===== src/hw/rtl/sitrd_pkg.sv =====
// shared constants for the signed integer to radix digits core
`timescale 1ns / 1ps

package sitrd_pkg;

   localparam int MAX_BASE  = 32;
   localparam int SYM_SLOTS = 32;
   localparam int SYM_W     = 8;
   localparam int NUM_W     = 32;
   localparam int LEN_W     = 6;
   localparam int DIG_W     = $clog2(SYM_SLOTS);
   localparam int CNT_W     = $clog2(NUM_W);
   localparam int CSR_IDX_W = 3;
   localparam int CSR_DAT_W = 64;
   localparam int SYM_PER_REG = CSR_DAT_W / SYM_W;

   localparam logic [SYM_W-1:0] CH_MINUS = 8'h2D;
   localparam logic [SYM_W-1:0] CH_PLUS  = 8'h2B;
   localparam logic [SYM_W-1:0] CH_SPACE = 8'h20;

   localparam logic [CSR_IDX_W-1:0] CSR_BASE_LEN      = 3'd0;
   localparam logic [CSR_IDX_W-1:0] CSR_SYMBOLS_0_7   = 3'd1;
   localparam logic [CSR_IDX_W-1:0] CSR_SYMBOLS_8_15  = 3'd2;
   localparam logic [CSR_IDX_W-1:0] CSR_SYMBOLS_16_23 = 3'd3;
   localparam logic [CSR_IDX_W-1:0] CSR_SYMBOLS_24_31 = 3'd4;

   typedef logic [SYM_SLOTS-1:0][SYM_W-1:0] sym_bank_type;
   typedef logic [SYM_SLOTS-1:0][DIG_W-1:0] dig_stack_type;

endpackage


===== src/hw/rtl/signed_integer_to_radix_digits_core.sv =====
// signed 32-bit integer to text in a configurable radix, one character per word
`timescale 1ns / 1ps

// Converts one signed number per start into its text: a minus sign for negative
// values, then the digits of the magnitude, most significant first, one word per
// strobe, with last on the final character. The alphabet (length and up to 32
// symbols) is checked first, one symbol per cycle against all later symbols; an
// invalid alphabet gives no words. Each digit then comes from a bit-serial
// restoring divider, after which the digits are popped from a stack one per cycle.
// The last word appears in the same cycle in which busy falls, and a new start is
// taken at the first edge with busy low. The receiver cannot stall; csr writes are
// always ready but belong to idle periods.

module signed_integer_to_radix_digits_core
   import sitrd_pkg::*;
(
   input  logic                 clock,
   input  logic                 reset,
   input  logic                 start,
   output logic                 busy,
   input  logic [NUM_W-1:0]     req_number,
   output logic                 rsp_strobe,
   output logic [SYM_W-1:0]     rsp_symbol,
   output logic                 rsp_last,
   input  logic                 csr_valid,
   output logic                 csr_ready,
   input  logic [CSR_IDX_W-1:0] csr_index,
   input  logic [CSR_DAT_W-1:0] csr_data
);

   localparam logic [2:0] ST_IDLE   = 3'd0;
   localparam logic [2:0] ST_CHECK  = 3'd1;
   localparam logic [2:0] ST_DIVIDE = 3'd2;
   localparam logic [2:0] ST_SIGN   = 3'd3;
   localparam logic [2:0] ST_EMIT   = 3'd4;

   logic [2:0]            state_ff, state_in;
   logic [LEN_W-1:0]      base_ff, base_in;
   sym_bank_type          sym_ff, sym_in;
   sym_bank_type          chk_ff, chk_in;
   logic [SYM_SLOTS-1:0]  mask_ff, mask_in;
   logic                  neg_ff, neg_in;
   logic [NUM_W-1:0]      quo_ff, quo_in;
   logic [DIG_W-1:0]      rem_ff, rem_in;
   logic [CNT_W-1:0]      cnt_ff, cnt_in;
   logic [LEN_W-1:0]      nd_ff, nd_in;
   dig_stack_type         stack_ff, stack_in;
   logic                  strobe_ff, strobe_in;
   logic [SYM_W-1:0]      symbol_ff, symbol_in;
   logic                  last_ff, last_in;

   logic                  dup;
   logic                  bad_head;
   logic [LEN_W-1:0]      trial;
   logic [LEN_W-1:0]      diff;
   logic                  qbit;

   assign busy       = (state_ff != ST_IDLE);
   assign csr_ready  = 1'b1;
   assign rsp_strobe = strobe_ff;
   assign rsp_symbol = symbol_ff;
   assign rsp_last   = last_ff;

   // csr writes
   always_comb begin
      base_in = base_ff;
      sym_in  = sym_ff;
      if (csr_valid) begin
         unique case (csr_index)
            CSR_BASE_LEN: base_in = csr_data[LEN_W-1:0];
            CSR_SYMBOLS_0_7, CSR_SYMBOLS_8_15, CSR_SYMBOLS_16_23, CSR_SYMBOLS_24_31: begin
               for (int k = 0; k < SYM_PER_REG; k++) begin
                  sym_in[DIG_W'((int'(csr_index) - 1) * SYM_PER_REG + k)] =
                     csr_data[k*SYM_W +: SYM_W];
               end
            end
            default: ;
         endcase
      end
   end

   // head symbol against all later symbols in the alphabet
   always_comb begin
      dup = 1'b0;
      for (int k = 1; k < SYM_SLOTS; k++) begin
         if (mask_ff[k] && (chk_ff[k] == chk_ff[0])) dup = 1'b1;
      end
      bad_head = (chk_ff[0] == CH_MINUS) || (chk_ff[0] == CH_PLUS) ||
                 (chk_ff[0] <= CH_SPACE) || chk_ff[0][SYM_W-1];
   end

   // one restoring division step
   always_comb begin
      trial = {rem_ff, quo_ff[NUM_W-1]};
      diff  = trial - base_ff;
      qbit  = (trial >= base_ff);
   end

   always_comb begin
      state_in  = state_ff;
      chk_in    = chk_ff;
      mask_in   = mask_ff;
      neg_in    = neg_ff;
      quo_in    = quo_ff;
      rem_in    = rem_ff;
      cnt_in    = cnt_ff;
      nd_in     = nd_ff;
      stack_in  = stack_ff;
      strobe_in = 1'b0;
      symbol_in = symbol_ff;
      last_in   = last_ff;
      unique case (state_ff)
         ST_IDLE: begin
            if (start) begin
               chk_in = sym_ff;
               for (int k = 0; k < SYM_SLOTS; k++) begin
                  mask_in[k] = (LEN_W'(k) < base_ff);
               end
               neg_in = req_number[NUM_W-1];
               quo_in = req_number[NUM_W-1] ? (NUM_W'(0) - req_number) : req_number;
               rem_in = '0;
               cnt_in = '0;
               nd_in  = '0;
               if ((base_ff >= LEN_W'(2)) && (base_ff <= LEN_W'(MAX_BASE))) begin
                  state_in = ST_CHECK;
               end
            end
         end
         ST_CHECK: begin
            if (!mask_ff[0]) begin
               state_in = ST_DIVIDE;
            end else if (bad_head || dup) begin
               state_in = ST_IDLE;
            end else begin
               chk_in  = {{SYM_W{1'b0}}, chk_ff[SYM_SLOTS-1:1]};
               mask_in = {1'b0, mask_ff[SYM_SLOTS-1:1]};
            end
         end
         ST_DIVIDE: begin
            rem_in = qbit ? diff[DIG_W-1:0] : trial[DIG_W-1:0];
            quo_in = {quo_ff[NUM_W-2:0], qbit};
            cnt_in = cnt_ff + CNT_W'(1);
            if (cnt_ff == CNT_W'(NUM_W - 1)) begin
               stack_in = {stack_ff[SYM_SLOTS-2:0], rem_in};
               nd_in    = nd_ff + LEN_W'(1);
               rem_in   = '0;
               if ((quo_in == '0) || (nd_ff >= LEN_W'(SYM_SLOTS - 1))) begin
                  state_in = neg_ff ? ST_SIGN : ST_EMIT;
               end
            end
         end
         ST_SIGN: begin
            strobe_in = 1'b1;
            symbol_in = CH_MINUS;
            last_in   = 1'b0;
            state_in  = ST_EMIT;
         end
         ST_EMIT: begin
            strobe_in = 1'b1;
            symbol_in = sym_ff[stack_ff[0]];
            last_in   = (nd_ff == LEN_W'(1));
            stack_in  = {{DIG_W{1'b0}}, stack_ff[SYM_SLOTS-1:1]};
            nd_in     = nd_ff - LEN_W'(1);
            if (nd_ff == LEN_W'(1)) state_in = ST_IDLE;
         end
         default: state_in = ST_IDLE;
      endcase
   end

   always_ff @(posedge clock) begin
      if (reset) begin
         state_ff  <= ST_IDLE;
         base_ff   <= '0;
         sym_ff    <= '0;
         strobe_ff <= 1'b0;
      end else begin
         state_ff  <= state_in;
         base_ff   <= base_in;
         sym_ff    <= sym_in;
         strobe_ff <= strobe_in;
      end
   end

   always_ff @(posedge clock) begin
      chk_ff    <= chk_in;
      mask_ff   <= mask_in;
      neg_ff    <= neg_in;
      quo_ff    <= quo_in;
      rem_ff    <= rem_in;
      cnt_ff    <= cnt_in;
      nd_ff     <= nd_in;
      stack_ff  <= stack_in;
      symbol_ff <= symbol_in;
      last_ff   <= last_in;
   end

endmodule

===== config.mk =====
export PLATFORM = sky130hd
export DESIGN_NAME = signed_integer_to_radix_digits_core
export DESIGN_NICKNAME = d
export VERILOG_FILES = /design/src/hw/rtl/sitrd_pkg.sv /design/src/hw/rtl/signed_integer_to_radix_digits_core.sv
export SDC_FILE = /design/constraint.sdc
export NUM_CORES = 2
export LEC_CHECK = 0
export BUFFER_PORTS_ARGS = -buffer_cell sky130_fd_sc_hd__buf_4
export CORE_MARGIN = 2
export CORE_UTILIZATION = 35
export CTS_CLUSTER_SIZE = 40
export DETAILED_ROUTE_END_ITERATION = 10
export MAX_ROUTING_LAYER = met4
export PLACE_DENSITY = 0.57
export SLEW_MARGIN = 0
export SYNTH_ARGS = -nofsm -noshare
export SYNTH_HDL_FRONTEND = slang
export SYNTH_SLANG_ARGS = --single-unit

===== constraint.sdc =====
create_clock -name clock -period 24.7 [get_ports clock]
set_input_delay 4.94 -clock clock [delete_from_list [all_inputs] [get_ports clock]]
set_output_delay 4.94 -clock clock [all_outputs]
set_load 0.005 [all_outputs]

==> out/qor.yml <==
status:
  status: "finished, final reports clean"
placed_design:
  dp_hpwl_um: 75400
  gp_congestion: 0.912
  io_buffer_count: 113
yosys:
  synth_ff_type: "edfxtp_1"
  yosys-top-cells-count: "nand2_1, edfxtp_1, a21oi_1"
  synth-seq-cells: 772
  synth_area_leaders: "edfxtp_1, nand2_1, dfxtp_1"
  mappedNetlistArea_um2: 36700
  yosys.area.top_type: "edfxtp_1"
  synth_edf_count: 506
  syn_nets: 4000
  synth_top_area_share_pct: 41.4
  syn_inst: 3878
  async_reset_ff_share_pct: 0
  yosysSeqAreaShare_pct: 55.9
  synth_most_common_cell: "nand2_1"
  synth_warnings: 0
  syn_avg_cell_area_um2: 9.47
  ys_types: 66
power:
  pwr-share-clk_pct: 41.3
  leakage_nw: 16.0
  power_switching_mw: 0.829
  ir_worst_vdd_mv: 0.0482
  powerDensity_nw_per_um2: 75.8
  p_sw_share_pct: 26.4
  power_frac_comb_pct: 9.9
  p_int_mw: 2.31
  power_frac_seq_pct: 48.7
  finalPower_mw: 3.14
grt:
  grt_pass1_vias: 26400
  grt_usage_pct: 21.8
  antenna_found_initial: 3
  grt_max_degree: 192
  grt_overflow: 0
  grt_pass1_wl_um: 171000
critical_path:
  cp_num_buf_inv: 2
  endpoint_kind: "register"
  worst_setup_path_start_kind: "input port"
  path_delay_family: "simple AND/OR/NAND/NOR gates"
  r2r_slack_ns: 19.53
  critPathMaxStageDelay_ns: 0.49
  worstSetupPathType: "in2reg"
  cpMaxStageDelayCell: "or4b_1"
  required_ns: 25.06
  cp_max_fo: 5
  crit_chain: "buf_4 -> inv_1 -> ha_1 -> or4b_1 -> or2_1 -> or4_4 -> or3_4 -> o41ai_4 -> xor2_1 -> o21ai_1"
  worst_ep_arrival_time_ns: 7.40
sta:
  fin_crit_ns: 7.04
  fin_tns_setup_ns: 0
  period_share_pct: 28.5
  worst_pin_slew_ns: 1.22
  max_slew_margin_pct: 18.8
  hold_slack_ns: 0.470
  skew_ns: 0.0345
  clock.fmax_mhz: 142
  hold_viol: 0
  finalSetupViolCount: 0
  slew_violations: 0
  rsz0062_at_grt: "false"
route:
  met2_length_um: 51600
  top_layer_used: "met4"
  postRouteAntennaNets: 0
  totalWireLength_um: 115000
  wl_per_cell_um: 21.7
  vias: 28000
  met3WireLength_um: 9090
  viasPerCell: 5.27
  drt-met1-wl_um: 50000
  dr.pass1.iters: 6
  drt_iter0_markers: 3141
  drc: 0
clock_tree:
  ctsHtreeMaxLevel: 3
  cts_sinks: 772
  clockRootBuffer: "clkbuf_16"
  cts_buffer_depth: 3
  cts_hold_buf: 0
  post-cts-setup-buffer-count: 0
  cts_tree: "done"
  post_cts_resized: 0
  cts_made_buffers: 86
  cts.clk_slew.worst_paths_ns: 0.06
  insertion_delay_ns: 0.66
final_layout:
  drive_gt1_share_pct: 10.1
  utilization_pct: 39.9
  finalNetCount: 3982
  syn2layout_area_growth_pct: 12.9
floorplan:
  core_area_um2: 104000
  die_x_um: 328
  num_rows: 118
  io_pins: 115
  die_area_um2: 108000
  die_h_um: 328
  initial_core_util_pct: 35.4
job:
  cap_violations: 0
min_path:
  hold_path.class: "reg2reg"
[sequential cells by signal, indices dropped and copies added, names as in the netlist]
signal      count
rsp_strobe      1
quo_ff         32
rem_ff          5
state_ff        3
base_ff         6
sym_ff        256
stack_ff      160
chk_ff        256
rsp_symbol      8
nd_ff           6
cnt_ff          5
mask_ff        32
neg_ff          1
rsp_last        1
[power groups by stage]
stage / logic, mW / registers [mW] / clock network, mW
floorplan: 0.195 / 1.54 / 0
global placement: 0.308 / 1.56 / 0
detailed placement: 0.308 / 1.56 / 0
CTS: 0.309 / 1.53 / 1.32
global route: 0.334 / 1.54 / 1.36
finish: 0.312 / 1.53 / 1.30
[kinds of logic (layout without fill, tap and decap cells)]
| family | Yosys count | in the layout | share of synthesized area, % |
|---|---|---|---|
| and+or+nand+nor | 2025 | 2025 | 22.0 |
| other | 1 | 3 | 0.0102 |
| buffers and inverters | 275 | 328 | 3.12 |
| muxes | 96 | 96 | 5.35 |
| adders and majority gates | 19 | 19 | 0.668 |
| xor gates and xnor gates | 280 | 280 | 6.68 |
| AOI/OAI and AO/OA | 410 | 410 | 6.31 |
| DFF | 772 | 772 | 55.9 |
[worst paths after layout]
check,depth (start not counted),start,endpoint
max,10,req_number[0],quo_ff[30]
min reg2reg,2,sym_ff[248],sym_ff[248]
min,2,sym_ff[248],sym_ff[248]
max reg2reg,10,chk_ff[6],chk_ff[172]
[worst reg2reg max path, stage by stage (launching register included)]
cell	delay, ns
edfxtp_1	0.32
buf_4	0.49
xor2_1	0.37
nor3_1	0.23
nand4_1	0.18
nand4_1	0.22
or4_1	0.57
nor4_4	0.28
buf_4	0.39
o22a_4	0.66
buf_12	0.82
[through the flow]
| stage | setup WS (ns) | cell area (µm²) | std cells |
|---|---|---|---|
| floorplan | 12.57 | 36700 | 3878 |
| global placement | 17.02 | 38600 | 5152 |
| detailed placement | 17.03 | 38600 | 5152 |
| CTS | 17.69 | 41500 | 5311 |
| global route | 17.50 | 41500 | 5313 |
| finish | 17.66 | 41500 | 5313 |
[layout make-up]
class                   instances  area [µm²]
fillers                     10300       62300
flip-flops and latches        772       20500
multi-input cells            2831       15100
clock buffers                 118        2470
well taps                    1380        1730
repair buffers                151        1190
clock inverters                41         357
inverters                      18        67.6
diodes                          2        5.00
[layer usage]
layer | vias to the layer above | global-route usage (%)
li1 | 13000 | -
met1 | 13700 | 29.9
met2 | 1111 | 32.4
met3 | 204 | 3.44
met4 | 0 | 8.05
met5 | - | -
[placed cells by master, fill, tap and decap left out, types with 38 or more instances in the layout]
master,netlist,final
a21oi_1,288,288
buf_4,19,146
clkbuf_16,0,92
dfxtp_1,266,266
edfxtp_1,506,506
mux4_2,80,80
nand2_1,1785,1780
nor2_1,47,47
nor3_1,38,38
nor4_1,44,44
o21ai_0,53,52
xnor2_1,58,58
xor2_1,222,222
Power figures use the tool's default switching activity.
